==> src/rtl/iir_direct_form_one_filter_core_assert.svh <==
// Assertion macros used by the filter controller.
`ifndef IIR_DIRECT_FORM_ONE_FILTER_CORE_ASSERT_SVH
`define IIR_DIRECT_FORM_ONE_FILTER_CORE_ASSERT_SVH

`ifndef ASSERT_OFF
// Checked on every rising edge while reset is released.
`define IIRDF1_ASSERT(name, prop, msg) \
  name: assert property (@(posedge clk_i) disable iff (!rst_ni) prop) else $error(msg);
// Checked on every rising edge, reset included.
`define IIRDF1_ASSERT_ALWAYS(name, prop, msg) \
  name: assert property (@(posedge clk_i) prop) else $error(msg);
`else
`define IIRDF1_ASSERT(name, prop, msg)
`define IIRDF1_ASSERT_ALWAYS(name, prop, msg)
`endif

`endif

==> src/rtl/iirdf1_pkg.sv <==
package iirdf1_pkg;

  // Fixed field widths.
  localparam int unsigned COEF_W     = 24;
  localparam int unsigned CMD_W      = 2;
  localparam int unsigned IDX_W      = 3;
  localparam int unsigned ORDER_W    = 3;
  localparam int unsigned CFG_IDX_W  = 2;
  localparam int unsigned CFG_DATA_W = 8;

  // Parameter defaults.
  localparam int unsigned DEF_MAX_ORDER      = 4;
  localparam int unsigned DEF_SAMPLE_WIDTH   = 16;
  localparam int unsigned DEF_COEF_FRAC_BITS = 20;

  // Request commands.
  localparam logic [CMD_W-1:0] CMD_SAMPLE = 2'd0;
  localparam logic [CMD_W-1:0] CMD_WR_FF  = 2'd1;
  localparam logic [CMD_W-1:0] CMD_WR_FB  = 2'd2;

  // Configuration register indexes.
  localparam logic [CFG_IDX_W-1:0] REG_FILTER_ENABLE = 2'd0;
  localparam logic [CFG_IDX_W-1:0] REG_ORDER_IN_USE  = 2'd1;

  localparam logic [ORDER_W-1:0] ORDER_RESET = 3'd2;

  // Commands from the controller to the datapath.
  typedef struct packed {
    logic load_x;  // capture the incoming sample
    logic wr_ff;   // write a feedforward coefficient from the request
    logic wr_fb;   // write a feedback coefficient from the request
    logic mac_en;  // issue one product this cycle
    logic first;   // the issued product starts a new sum
    logic sel_fb;  // the issued product is a feedback term
    logic commit;  // load the output register and, unless pass is set, update the histories
    logic pass;    // the committed result is the bypassed sample
  } iirdf1_cmd_t;

  // Status from the datapath to the controller.
  typedef struct packed {
    logic out_free;  // output register can take a result this cycle
  } iirdf1_sts_t;

endpackage

==> src/rtl/iirdf1_ctrl.sv <==
`include "iir_direct_form_one_filter_core_assert.svh"

module iirdf1_ctrl
  import iirdf1_pkg::*;
#(
  parameter int unsigned MAX_ORDER = DEF_MAX_ORDER,
  localparam int unsigned TAP_W    = $clog2(MAX_ORDER + 1)
) (
  input  logic             clk_i,
  input  logic             rst_ni,
  input  logic             in_valid_i,
  output logic             in_ready_o,
  input  logic [CMD_W-1:0] in_cmd_i,
  input  logic             filter_enable_i,
  input  logic [TAP_W-1:0] order_n_i,
  input  iirdf1_sts_t      sts_i,
  output iirdf1_cmd_t      cmd_o,
  output logic [TAP_W-1:0] tap_o
);

  localparam logic [1:0] ST_IDLE  = 2'd0;
  localparam logic [1:0] ST_MAC   = 2'd1;
  localparam logic [1:0] ST_DRAIN = 2'd2;
  localparam logic [1:0] ST_DONE  = 2'd3;

  logic [1:0]       state_q, state_d;
  logic [TAP_W-1:0] tap_q, tap_d;
  logic             fb_q, fb_d;
  logic             pass_q, pass_d;

  always_comb begin
    state_d    = state_q;
    tap_d      = tap_q;
    fb_d       = fb_q;
    pass_d     = pass_q;
    cmd_o      = '0;
    in_ready_o = 1'b0;
    unique case (state_q)
      ST_IDLE: begin
        in_ready_o = 1'b1;
        if (in_valid_i) begin
          unique case (in_cmd_i)
            CMD_SAMPLE: begin
              cmd_o.load_x = 1'b1;
              tap_d        = '0;
              fb_d         = 1'b0;
              pass_d       = !filter_enable_i;
              state_d      = filter_enable_i ? ST_MAC : ST_DONE;
            end
            CMD_WR_FF: cmd_o.wr_ff = 1'b1;
            CMD_WR_FB: cmd_o.wr_fb = 1'b1;
            default: ;
          endcase
        end
      end
      ST_MAC: begin
        cmd_o.mac_en = 1'b1;
        cmd_o.first  = (tap_q == '0);
        cmd_o.sel_fb = fb_q;
        if (tap_q == '0) begin
          tap_d = TAP_W'(1);
        end else if (!fb_q) begin
          fb_d = 1'b1;
        end else if (tap_q == order_n_i) begin
          state_d = ST_DRAIN;
        end else begin
          tap_d = tap_q + TAP_W'(1);
          fb_d  = 1'b0;
        end
      end
      ST_DRAIN: state_d = ST_DONE;
      ST_DONE: begin
        cmd_o.pass = pass_q;
        if (sts_i.out_free) begin
          cmd_o.commit = 1'b1;
          state_d      = ST_IDLE;
        end
      end
      default: state_d = ST_IDLE;
    endcase
  end

  assign tap_o = tap_q;

  always_ff @(posedge clk_i or negedge rst_ni) begin
    if (!rst_ni) begin
      state_q <= ST_IDLE;
      tap_q   <= '0;
      fb_q    <= 1'b0;
      pass_q  <= 1'b0;
    end else begin
      state_q <= state_d;
      tap_q   <= tap_d;
      fb_q    <= fb_d;
      pass_q  <= pass_d;
    end
  end

  `IIRDF1_ASSERT(a_commit_needs_room, cmd_o.commit |-> sts_i.out_free,
                 "result committed while output register is occupied")
  `IIRDF1_ASSERT(a_tap_in_order, (state_q == ST_MAC) |-> (tap_q <= order_n_i),
                 "tap index beyond the order in use")
  `IIRDF1_ASSERT(a_fb_not_tap0, (state_q == ST_MAC && fb_q) |-> (tap_q != '0),
                 "feedback term issued for tap zero")
  `IIRDF1_ASSERT(a_drain_to_done, (state_q == ST_DRAIN) |=> (state_q == ST_DONE),
                 "drain cycle not followed by result cycle")
  `IIRDF1_ASSERT_ALWAYS(a_ready_only_idle, in_ready_o |-> (state_q == ST_IDLE),
                        "request taken outside idle")

endmodule

==> config.mk <==
export PLATFORM = sky130hd
export DESIGN_NAME = iirdf1_ctrl
export DESIGN_NICKNAME = d
export VERILOG_FILES = /design/src/rtl/iirdf1_pkg.sv /design/src/rtl/iirdf1_ctrl.sv
export VERILOG_INCLUDE_DIRS = /design/src /design/src/rtl
export SDC_FILE = /design/constraint.sdc
export NUM_CORES = 1
export LEC_CHECK = 0
export BUFFER_PORTS_ARGS = -buffer_cell sky130_fd_sc_hd__buf_4
export CORE_AREA = 2 2 39 41
export CTS_CLUSTER_DIAMETER = 40
export DETAILED_ROUTE_END_ITERATION = 12
export DIE_AREA = 0 0 41 43
export HOLD_SLACK_MARGIN = 0.06
export PLACE_DENSITY_LB_ADDON = 0.08
export SLEW_MARGIN = 20
export SYNTH_ARGS = -nofsm -noshare
export SYNTH_HDL_FRONTEND = slang
export SYNTH_SLANG_ARGS = --single-unit
==> constraint.sdc <==
create_clock -name clk_i -period 1.5 [get_ports clk_i]
set_input_delay 0.225 -clock clk_i [delete_from_list [all_inputs] [get_ports clk_i]]
set_output_delay 0.225 -clock clk_i [all_outputs]
set_load 0.02 [all_outputs]
==> reports/results.ini <==
[outcome]
status=finished, violations left
violations=negative setup slack

[yosys]
synth_cell_types=22
ys_top_cells_by_area=dfrtp_1 31%, ha_1 13%, mux2i_1 7.1%
ys_ff_latch=7
synth_common_cells=8 x inv_1, 7 x dfrtp_1, 6 x ha_1, 5 x nand2_1, 5 x nor2_1
syn_nets=77
synth-seq-area-share_pct=31.18
synthFlopType=dfrtp_1
yosysTopAreaCell=dfrtp_1
avgSynthCellArea_um2=9.210
yosysMostFrequentCell=inv_1
synth_top_area_share_pct=31.18
syn-cell-area_um2=561.8
synth-edff-count=0
synthCells=61
ys_async_sr_fraction_pct=100.0
ys.warnings.count=0

[sta]
fin_crit_sh_pct=105.8
drv_slew=0
grt_setup_unrepaired=true
relSlewSlack_pct=81.52
fin_ws_ns=-0.08687
final.min_clock_period_ns=1.587
setup-violations-final=8
tightest_slew_ns=0.2772
hold_viol=0
skew_ns=0.004788
max_freq_ghz=0.6302

[setup_path]
regToRegEndpoint=tap_o[2]$_DFFE_PN0P_
reg2reg_depth=6
critPathKind=register to output pin
reg2reg_slack_ns=-0.04
cp_num_buf_inv=2
arrival_ns=1.36
cpPeakStageDelay_ns=0.39
path_cells=inv_2, ha_4, nand2_4, nor3b_2, buf_4
crit_fanout=3
cpMaxStageDelayCell=dfrtp_1
worstPathRequired_ns=1.27
end_kind=output pin
rr_startpoint=tap_o[0]$_DFFE_PN0P_
startpoint_type=register
crit_family=flip-flops

[place]
port_buffers=21
placed_cells=101
place_ws_ns=0.007781
postPlaceCellArea_um2=800.8
hpwlAfterDp_um=974.2
place_congestion=0.7603

[global_route]
grt_usage_pct=21.36
grt.overflow.total=0
grt_pass1_vias=577
grt_max_degree=8
grt_pass1_wl_um=2456
antenna_found_initial=0

[routing]
drt_iter0_drc=2
drt_first_pass_iters=3
wl_um=2033
avgViaCountPerCell=5.124
ant_nets=0
via_count=620
drc=0
wl_per_cell_um=16.80

[cells_and_area]
fillers=86
design_area_mm2=0.001107
finalCoreUtilization_pct=80.02
layout-drive-gt1-share_pct=69.52
nets=122
fin_cells=121
area_growth_pct=97.10
antenna_cells=0

[worst_hold_path]
min_to=pass_q$_DFFE_PN0P_
min_path_cells=2
worstHoldPathType=input pin to register
min_from=filter_enable_i

[power_and_ir_drop]
p_per_area_mw_per_mm2=2171
irDropWorstVdd_mv=1.437
power.leakage_nw=0.5170
finalPower_w=0.002404

[clock_tree]
cts_sinks=7
cts_max_level=1
clockBufferDepth=2
root_buffer=clkbuf_4
clk_pin_slew_ns=0.05
cts_tree=built
clock_latency_ns=0.25
cts_buffers=3

[floorplanning]
start_util_pct=40.60
dieHeight_um=43
die_w_um=41
fp.coreArea_mm2=0.001384
num_rows=14
boundaryPins=22
die_area_mm2=0.001763

[job]
max_cap_violations=0

-- report_power, final --
part	internal (W)	total, W	switching (W)
clock	0.000102	0.000174	0.0000723
combinational	0.000955	0.00187	0.000917
sequential	0.000278	0.000359	0.0000813
-- worst max-delay path by stage --
stage / start / endpoint / cells after the start
floorplan: state_q[1]$_DFFE_PN0P_ / fb_q$_DFFE_PN0P_ / 7
global placement: tap_o[0]$_DFFE_PN0P_ / tap_o[2]$_DFFE_PN0P_ / 7
detailed placement: tap_o[0]$_DFFE_PN0P_ / tap_o[2]$_DFFE_PN0P_ / 7
CTS: state_q[1]$_DFFE_PN0P_ / cmd_o[6] / 5
global route: state_q[1]$_DFFE_PN0P_ / cmd_o[6] / 5
finish: state_q[1]$_DFFE_PN0P_ / cmd_o[6] / 5
-- layout by cell type, fill, tap and decap left out, drive strengths merged --
master / instances
nand3: 3
dlygate4sd3: 1
dfrtp: 7
nor3b: 2
nor4b: 1
and2: 3
o21ai: 4
clkbuf: 4
buf: 39
nand2b: 2
a31oi: 2
nand2: 5
o22ai: 1
mux2i: 4
xnor2: 3
o31ai: 1
ha: 6
a21oi: 2
inv: 8
nor2: 5
o221a: 1
nor3: 1
-- state kept, by name, indices dropped and copies added, names as in the netlist --
register and cells:
pass_q 1, fb_q 1, tap_o 3, state_q 2
-- layout make-up --
type	instances	area, µm²	share of cell area (%)
multi-input cells	46	528.0	47.68
well taps	16	20.02	1.808
flip-flops and latches	7	178.9	16.16
repair buffers	40	321.6	29.04
inverters	8	32.53	2.938
clock buffers	4	26.28	2.373
-- metrics by stage --
stage / hold slack [ns] / TNS (ns)
floorplan: -0.07059 / -0.01934
global placement: 0.04355 / 0
detailed placement: 0.04131 / 0
CTS: 0.1351 / -0.07997
global route: 0.1579 / -0.7173
finish: 0.1474 / -0.2261
-- per-layer routing --
metal  share of wire [%]  global-route usage (%)  up-vias
met5                   0                       0        -
met1                  38                   24.50      291
met4                 6.1                   12.67        0
li1                    -                       -      299
met3                 4.9                   2.094       10
met2                  51                   35.63       20
-- what timing repair did --
item / in CTS / in global routing
buffers inserted: 9 / 6
pin swaps: 5 / 4
resized for setup: 10 / 21
endpoints found under the hold margin: 7 / 0
hold buffers: 1 / 0
endpoints found under the setup margin: 7 / 15
-- logic make-up after synthesis --
logic type | count (synthesis) | synth area share, %
AO/OA/AOI/OAI | 11 | 15.59
buffers and inverters | 8 | 5.345
XOR/XNOR | 3 | 6.015
AND/OR/NAND/NOR | 22 | 21.38
flip-flops | 7 | 31.18
adder cells (fa/ha/maj) | 6 | 13.36
multiplexers | 4 | 7.127
Power figures use the tool's default switching activity.
