$ cat config.mk
export PLATFORM = sky130hd
export DESIGN_NAME = iirdf1_dp
export DESIGN_NICKNAME = d
export VERILOG_FILES = /design/src/rtl/iir_direct_form_one_filter_core_assert.svh /design/src/rtl/iirdf1_pkg.sv /design/src/rtl/iirdf1_dp.sv
export SDC_FILE = /design/constraint.sdc
export NUM_CORES = 2
export LEC_CHECK = 0
export ABC_AREA = 1
export ABC_CLOCK_PERIOD_IN_PS = 13650
export CORE_ASPECT_RATIO = 2
export CORE_MARGIN = 10
export CORE_UTILIZATION = 45
export DETAILED_ROUTE_END_ITERATION = 8
export DONT_BUFFER_PORTS = 1
export GPL_ROUTABILITY_DRIVEN = 0
export GPL_TIMING_DRIVEN = 0
export PLACE_DENSITY = 0.67
export REMOVE_ABC_BUFFERS = 1
export SETUP_SLACK_MARGIN = 0.1
export SYNTH_ARGS = -nofsm -noshare
export SYNTH_HDL_FRONTEND = slang
export SYNTH_SLANG_ARGS = --single-unit
$ cat constraint.sdc
create_clock -name clk_i -period 13.65 [get_ports clk_i]
set_input_delay 1.365 -clock clk_i [delete_from_list [all_inputs] [get_ports clk_i]]
set_output_delay 1.365 -clock clk_i [all_outputs]
set_load 0.05 [all_outputs]
$ cat src/rtl/iir_direct_form_one_filter_core_assert.svh
// Assertion macros used by the filter controller.
`ifndef IIR_DIRECT_FORM_ONE_FILTER_CORE_ASSERT_SVH
`define IIR_DIRECT_FORM_ONE_FILTER_CORE_ASSERT_SVH

`ifndef ASSERT_OFF
// Checked on every rising edge while reset is released.
`define IIRDF1_ASSERT(name, prop, msg) \
  name: assert property (@(posedge clk_i) disable iff (!rst_ni) prop) else $error(msg);
// Checked on every rising edge, reset included.
`define IIRDF1_ASSERT_ALWAYS(name, prop, msg) \
  name: assert property (@(posedge clk_i) prop) else $error(msg);
`else
`define IIRDF1_ASSERT(name, prop, msg)
`define IIRDF1_ASSERT_ALWAYS(name, prop, msg)
`endif

`endif

$ cat src/rtl/iirdf1_pkg.sv
package iirdf1_pkg;

  // Fixed field widths.
  localparam int unsigned COEF_W     = 24;
  localparam int unsigned CMD_W      = 2;
  localparam int unsigned IDX_W      = 3;
  localparam int unsigned ORDER_W    = 3;
  localparam int unsigned CFG_IDX_W  = 2;
  localparam int unsigned CFG_DATA_W = 8;

  // Parameter defaults.
  localparam int unsigned DEF_MAX_ORDER      = 4;
  localparam int unsigned DEF_SAMPLE_WIDTH   = 16;
  localparam int unsigned DEF_COEF_FRAC_BITS = 20;

  // Request commands.
  localparam logic [CMD_W-1:0] CMD_SAMPLE = 2'd0;
  localparam logic [CMD_W-1:0] CMD_WR_FF  = 2'd1;
  localparam logic [CMD_W-1:0] CMD_WR_FB  = 2'd2;

  // Configuration register indexes.
  localparam logic [CFG_IDX_W-1:0] REG_FILTER_ENABLE = 2'd0;
  localparam logic [CFG_IDX_W-1:0] REG_ORDER_IN_USE  = 2'd1;

  localparam logic [ORDER_W-1:0] ORDER_RESET = 3'd2;

  // Commands from the controller to the datapath.
  typedef struct packed {
    logic load_x;  // capture the incoming sample
    logic wr_ff;   // write a feedforward coefficient from the request
    logic wr_fb;   // write a feedback coefficient from the request
    logic mac_en;  // issue one product this cycle
    logic first;   // the issued product starts a new sum
    logic sel_fb;  // the issued product is a feedback term
    logic commit;  // load the output register and, unless pass is set, update the histories
    logic pass;    // the committed result is the bypassed sample
  } iirdf1_cmd_t;

  // Status from the datapath to the controller.
  typedef struct packed {
    logic out_free;  // output register can take a result this cycle
  } iirdf1_sts_t;

endpackage

$ cat src/rtl/iirdf1_dp.sv
module iirdf1_dp
  import iirdf1_pkg::*;
#(
  parameter int unsigned MAX_ORDER      = DEF_MAX_ORDER,
  parameter int unsigned SAMPLE_WIDTH   = DEF_SAMPLE_WIDTH,
  parameter int unsigned COEF_FRAC_BITS = DEF_COEF_FRAC_BITS,
  localparam int unsigned TAP_W         = $clog2(MAX_ORDER + 1)
) (
  input  logic                           clk_i,
  input  logic                           rst_ni,
  input  iirdf1_cmd_t                    cmd_i,
  input  logic [TAP_W-1:0]               tap_i,
  output iirdf1_sts_t                    sts_o,
  input  logic signed [SAMPLE_WIDTH-1:0] sample_in_i,
  input  logic [IDX_W-1:0]               coef_index_i,
  input  logic signed [COEF_W-1:0]       coef_value_i,
  output logic                           out_valid_o,
  input  logic                           out_ready_i,
  output logic signed [SAMPLE_WIDTH-1:0] sample_out_o,
  output logic                           saturated_o
);

  localparam int unsigned PROD_W = COEF_W + SAMPLE_WIDTH;
  localparam int unsigned ACC_W  = PROD_W + $clog2(2 * MAX_ORDER + 1);

  localparam logic signed [ACC_W-1:0] ROUND_HALF =
    {{(ACC_W-1){1'b0}}, 1'b1} << (COEF_FRAC_BITS - 1);
  localparam logic signed [ACC_W-1:0] SMAX =
    ACC_W'((64'sd1 <<< (SAMPLE_WIDTH - 1)) - 64'sd1);
  localparam logic signed [ACC_W-1:0] SMIN = -SMAX - ACC_W'(1);

  logic signed [COEF_W-1:0]       ff_coef_q [0:MAX_ORDER];
  logic signed [COEF_W-1:0]       fb_coef_q [1:MAX_ORDER];
  logic signed [SAMPLE_WIDTH-1:0] xh_q      [1:MAX_ORDER];
  logic signed [SAMPLE_WIDTH-1:0] yh_q      [1:MAX_ORDER];
  logic signed [SAMPLE_WIDTH-1:0] x_q;

  logic signed [COEF_W-1:0]       coef_sel;
  logic signed [SAMPLE_WIDTH-1:0] data_sel;
  logic signed [PROD_W-1:0]       prod_d, prod_q;
  logic                           prod_v_q, prod_first_q, prod_neg_q;
  logic signed [ACC_W-1:0]        prod_ext, acc_base, acc_q;
  logic signed [ACC_W-1:0]        acc_rnd, acc_shr;
  logic signed [SAMPLE_WIDTH-1:0] y_sat;
  logic                           y_clip;

  logic                           out_valid_q;
  logic signed [SAMPLE_WIDTH-1:0] sample_out_q;
  logic                           saturated_q;

  // Coefficient stores, cleared at reset; out-of-range indexes write nothing.
  always_ff @(posedge clk_i or negedge rst_ni) begin
    if (!rst_ni) begin
      for (int k = 0; k <= MAX_ORDER; k++) ff_coef_q[k] <= '0;
      for (int k = 1; k <= MAX_ORDER; k++) fb_coef_q[k] <= '0;
    end else begin
      for (int k = 0; k <= MAX_ORDER; k++) begin
        if (cmd_i.wr_ff && (32'(coef_index_i) == k)) ff_coef_q[k] <= coef_value_i;
      end
      for (int k = 1; k <= MAX_ORDER; k++) begin
        if (cmd_i.wr_fb && (32'(coef_index_i) == k)) fb_coef_q[k] <= coef_value_i;
      end
    end
  end

  // Operand selection for the shared multiplier.
  always_comb begin
    if (tap_i == '0) begin
      coef_sel = ff_coef_q[0];
      data_sel = x_q;
    end else if (cmd_i.sel_fb) begin
      coef_sel = fb_coef_q[tap_i];
      data_sel = yh_q[tap_i];
    end else begin
      coef_sel = ff_coef_q[tap_i];
      data_sel = xh_q[tap_i];
    end
  end

  assign prod_d   = PROD_W'(coef_sel) * PROD_W'(data_sel);
  assign prod_ext = {{(ACC_W-PROD_W){prod_q[PROD_W-1]}}, prod_q};
  assign acc_base = prod_first_q ? '0 : acc_q;

  // Round half up, then clip to the sample range.
  assign acc_rnd = acc_q + ROUND_HALF;
  assign acc_shr = acc_rnd >>> COEF_FRAC_BITS;

  always_comb begin
    y_clip = 1'b1;
    if (acc_shr > SMAX) begin
      y_sat = SMAX[SAMPLE_WIDTH-1:0];
    end else if (acc_shr < SMIN) begin
      y_sat = SMIN[SAMPLE_WIDTH-1:0];
    end else begin
      y_sat  = acc_shr[SAMPLE_WIDTH-1:0];
      y_clip = 1'b0;
    end
  end

  always_ff @(posedge clk_i or negedge rst_ni) begin
    if (!rst_ni) begin
      prod_v_q <= 1'b0;
    end else begin
      prod_v_q <= cmd_i.mac_en;
    end
  end

  always_ff @(posedge clk_i) begin
    if (cmd_i.load_x) x_q <= sample_in_i;
    if (cmd_i.mac_en) begin
      prod_q       <= prod_d;
      prod_first_q <= cmd_i.first;
      prod_neg_q   <= cmd_i.sel_fb;
    end
    if (prod_v_q) begin
      acc_q <= prod_neg_q ? (acc_base - prod_ext) : (acc_base + prod_ext);
    end
  end

  // Histories, cleared at reset and shifted on every filtered sample.
  always_ff @(posedge clk_i or negedge rst_ni) begin
    if (!rst_ni) begin
      for (int k = 1; k <= MAX_ORDER; k++) begin
        xh_q[k] <= '0;
        yh_q[k] <= '0;
      end
    end else if (cmd_i.commit && !cmd_i.pass) begin
      xh_q[1] <= x_q;
      yh_q[1] <= y_sat;
      for (int k = 2; k <= MAX_ORDER; k++) begin
        xh_q[k] <= xh_q[k-1];
        yh_q[k] <= yh_q[k-1];
      end
    end
  end

  // Output register.
  always_ff @(posedge clk_i or negedge rst_ni) begin
    if (!rst_ni) begin
      out_valid_q <= 1'b0;
    end else if (cmd_i.commit) begin
      out_valid_q <= 1'b1;
    end else if (out_ready_i) begin
      out_valid_q <= 1'b0;
    end
  end

  always_ff @(posedge clk_i) begin
    if (cmd_i.commit) begin
      sample_out_q <= cmd_i.pass ? x_q : y_sat;
      saturated_q  <= cmd_i.pass ? 1'b0 : y_clip;
    end
  end

  assign sts_o.out_free = !out_valid_q || out_ready_i;
  assign out_valid_o    = out_valid_q;
  assign sample_out_o   = sample_out_q;
  assign saturated_o    = saturated_q;

endmodule

==> results by stage <==
Floorplan:
- The region available for standard cell placement spans ~0.087 mm².
- The initial utilization of the core area, before any placement, comes to a little under half.
- The horizontal extent of the die is between 200 and 250 µm.
- The floorplan step defined a die boundary enclosing roughly 0.10 mm².
- The boundary pin count is 76.
- The number of cell rows is 153.
- In this run the vertical extent of the chip is 437 µm.

Yosys:
- Of the synthesized area, sequential elements account for 31.2%.
- The cell taking the most area after synthesis is dfrtp_1.
- In this run, distinct cell masters in the synthesized netlist total 48.
- The share of flip-flops with an asynchronous set or reset after synthesis is between 70% and 80%.
- Synthesis produced a netlist whose cell count is between 4000 and 5000.
- The count of warnings emitted by yosys is 0.
- The leading cell type by number of instances after synthesis is nand2_1.
- The post-synthesis cell area is slightly below 0.04 mm².
- After synthesis, the mean cell area works out to approximately 8 µm².
- The number of flip-flops and latches in the synthesized netlist is 465.
- In this run, synthesis inferred 119 flip-flops with an integrated enable.
- For this run, the leading register cell type out of synthesis is dfrtp_1.
- In the post-synthesis netlist, the biggest area contributors are dfrtp_1 (22%), fa_1 (19%), nand2_1 (12%).
- The proportion of netlist area held by the largest area contributor is between 20% and 30%.
- Ranked by instance count, the synthesized netlist is headed by nand2_1 (1208), inv_1 (926), o21ai_0 (574), nor2_1 (392), fa_1 (375).

Clock tree:
- The clock transition at the registers of the reported paths is 0.07 ns.
- In this run the number of H-tree levels came out at 2.
- After clock tree synthesis, the setup repair step added 0 buffers.
- The hold-fix buffer count after cts is 0.
- The longest clock path from root to sink contains 3 buffers.
- Clock latency on the worst-skew pair, taken at its later pin, is approximately 0.65 ns.
- The TritonCTS clock tree is built.
- The cell sitting at the root of the clock tree is a clkbuf_16.
- The TritonCTS buffer count is 44.
- After clock tree synthesis, the repair step resized 0 gates.
- The clock net sink count is around 470.

Timing:
- The post-route clock skew is 0.0703 ns.
- Setup repair after global routing left no endpoint under its margin.
- The total negative slack for setup checks is 0 ns.
- The number of hold-slack violations in the final timing report is 0.
- Setup violations remaining at the end of the flow were counted as 0.
- Headroom to the max-slew limit came out at -1.36%.
- Derived from the worst setup path, the maximum achievable clock frequency is just under 100 MHz.
- The total count of max-transition violations in the final report was 50.
- Counting I/O delays and the setup requirement, the final critical path takes a little over 10 ns.
- The tightest hold margin is 0.444 ns.
- The portion of the clock cycle consumed by the worst path in the final layout is approximately three quarters.
- The slew at the pin closest to its max-slew limit is ~1.5 ns.

Global route:
- In the global route stage, overall resource usage came out at between 20% and 30%.
- The residual overflow from global routing is 0.
- The maximum number of pins on one net before global-route repair is roughly 350.
- The number of global-route vias before repair was approximately 34000.
- The first global-routing pass estimated ~180000 µm of wire.
- For this run, global-route usage on met2 was measured as between 40% and 50%.
- The routing usage on met1 is approximately a quarter.
- The met3 track utilization from global routing is ~3.4%.
- In this run the most used layer during global routing was met2.
- The initial antenna violation count was 2.

Critical path:
- For the worst setup path, the data required time is approximately 14 ns.
- The cell depth of the worst flop-to-flop path is 27.
- The worst endpoint data arrival time is about 11 ns.
- The worst register-to-register path begins at xh_q[56].
- The library cell appearing most often on the critical path is inv_1.
- The worst setup path startpoint is tap_i[0].
- The worst-path maximum fanout is 67.
- The critical path class is input port to flop.
- The element type at the critical path start is an input port.
- The depth of the critical timing path with buffers and inverters included is 29.
- The worst register-to-register path has a setup slack of 5.40 ns.
- The number of buffers and inverters on the critical path is 9.
- The cell family contributing the most delay on the critical path is adder cells.
- The slowest stage of the critical path belongs to the cell nand2_1.
- STA classifies the critical path endpoint as a flop.
- In this design, the stage delay of the slowest critical-path cell is about 1.1 ns.

Power:
- Power spread over the standard cell area amounts to slightly below 200 mW/mm².
- The worst voltage drop across the vdd grid is around 0.00012 V.
- The total power after layout is 8.20 mW.
- Net switching is between 40% and 50% of the power.
- In this run the static leakage power is 21.2 nW.
- The internal portion of the total power is 4.10 mW.
- The relative contribution of the clock network to total power is roughly 15%.
- The share of total power dissipated in combinational logic is a little under 60%.
- The register share of total power is around 27%.
- In this run the power spent charging and discharging nets is between 4 and 5 mW.

Worst hold path:
- The class of the tightest hold or removal check is input port to asynchronous set/reset pin.

Detailed routing:
- The via count normalized by instance count is between 5 and 6.
- The detailed-router iteration count before antenna repair is 9.
- In this run, the number of DRC markers left after iteration 0 of detailed routing was approximately 2200.
- The post-route DRC violation count is 1.
- Across all layers, the routed design uses roughly 32000 vias.
- Wires add up to around 120000 µm.
- In the final routed layout, each cell accounts on average for just under 20 µm.
- The count of nets left with antenna violations once routing finished came out at 0.

Final layout:
- From synthesis to final layout, the design area changed by 6.36%.
- The post-layout net count is ~5400.
- The share of layout cells above drive strength 1 is between 3 and 4%.
- Once layout is complete, the cells apart from fillers number ~6000.
- After filler insertion, the fill cell instance count of the layout stands at 8465.

Placement:
- Counting tap cells, the placed design contains a total of 5896 instances.
- The count of buffers added on input and output ports is 0.
- Detailed placement ended at an HPWL of about 85000 µm.

Status:
- The run finished, with violations left.
- The final reports fail on design-rule violations, max-capacitance violations, max-slew violations.

Flow run:
- The number of maximum-capacitance constraint violations is 3.
## path summary, 6_finish.rpt
kind,end
min in group clk_i,fb_coef_q[91]
hold / removal,fb_coef_q[58]
hold reg to reg,fb_coef_q[91]
max in group asynchronous,fb_coef_q[66]
setup reg to reg,prod_q[21]
setup / recovery,prod_q[21]
## cell type report
type / count / area (µm²) / area share, %
antenna: 1 / 2.50 / 0.00601
clock buffer: 57 / 1170 / 2.81
clock inverter: 20 / 184 / 0.441
inverter: 931 / 3500 / 8.40
multi-input combinational: 3313 / 22600 / 54.3
sequential: 465 / 12200 / 29.4
tap: 1162 / 1450 / 3.49
timing repair buffer: 25 / 485 / 1.16
## kinds of logic after synthesis
group	count (synthesis)	share of synthesized area, %
fa+ha+maj	518	23.7
buf+inv	1136	11.3
simple gates	1769	17.8
flops	465	31.2
xor+xnor	135	3.02
compound gates	891	12.9
## power groups by stage
| stage | registers (mW) | logic (mW) | clock network [mW] |
|---|---|---|---|
| after floorplan | 2.17 | 3.10 | 0 |
| after global placement | 2.25 | 4.50 | 0 |
| after detailed placement | 2.25 | 4.60 | 0 |
| after CTS | 2.23 | 4.62 | 1.23 |
| after global routing | 2.28 | 5.24 | 1.28 |
| final | 2.24 | 4.75 | 1.20 |
## routing by layer
metal	part of all wire, %	vias up
li1	-	14900
met1	34	15800
met2	52	1196
met3	5.1	499
met4	8.4	2
met5	0.010	-
## flip-flops by register name, indices dropped and copies added, names as in the netlist
signal / count
sample_out_o: 16
xh_q: 64
fb_coef_q: 96
prod_first_q: 1
prod_v_q: 1
yh_q: 64
prod_q: 40
x_q: 16
out_valid_o: 1
ff_coef_q: 120
acc_q: 44
saturated_o: 1
prod_neg_q: 1
## worst register-to-register path, delay by kind of cell, from the launching register on
family                   cells  cell delay, ns
adder cells (fa/ha/maj)      7            3.73
buffers and inverters        8            0.52
AO/OA/AOI/OAI                5            0.54
flip-flops                   1            0.36
AND/OR/NAND/NOR              6            2.13
XOR/XNOR                     1            0.67
## cells in the final DEF (no fill, tap or decap), types with 12 or more instances in the layout
master,netlist,layout
a21o_1,17,17
a21oi_1,159,159
a22oi_1,14,14
a31oi_1,27,27
buf_12,0,12
clkbuf_16,0,44
dfrtp_1,346,345
edfxtp_1,119,119
fa_1,375,375
ha_1,143,143
inv_1,926,926
nand2_1,1208,1204
nand2_2,8,12
nand3_1,92,87
nor2_1,392,388
nor3_1,19,19
nor4_1,12,12
o21a_1,13,13
o21ai_0,574,574
o22ai_1,25,25
o311ai_4,10,18
xnor2_1,43,43
xor2_1,92,92
## metrics by stage
stage	worst slack, ns	utilization (%)	cell area (µm²)
2_1_floorplan	5.10	-	38200
3_3_place_gp	0.809	45.8	39700
3_5_place_dp	3.06	46.5	40300
4_1_cts	3.70	48.1	41700
5_1_grt	3.07	48.1	41700
6_report	3.38	48.1	41700
No activity file was read; power rests on OpenSTA's default activity.
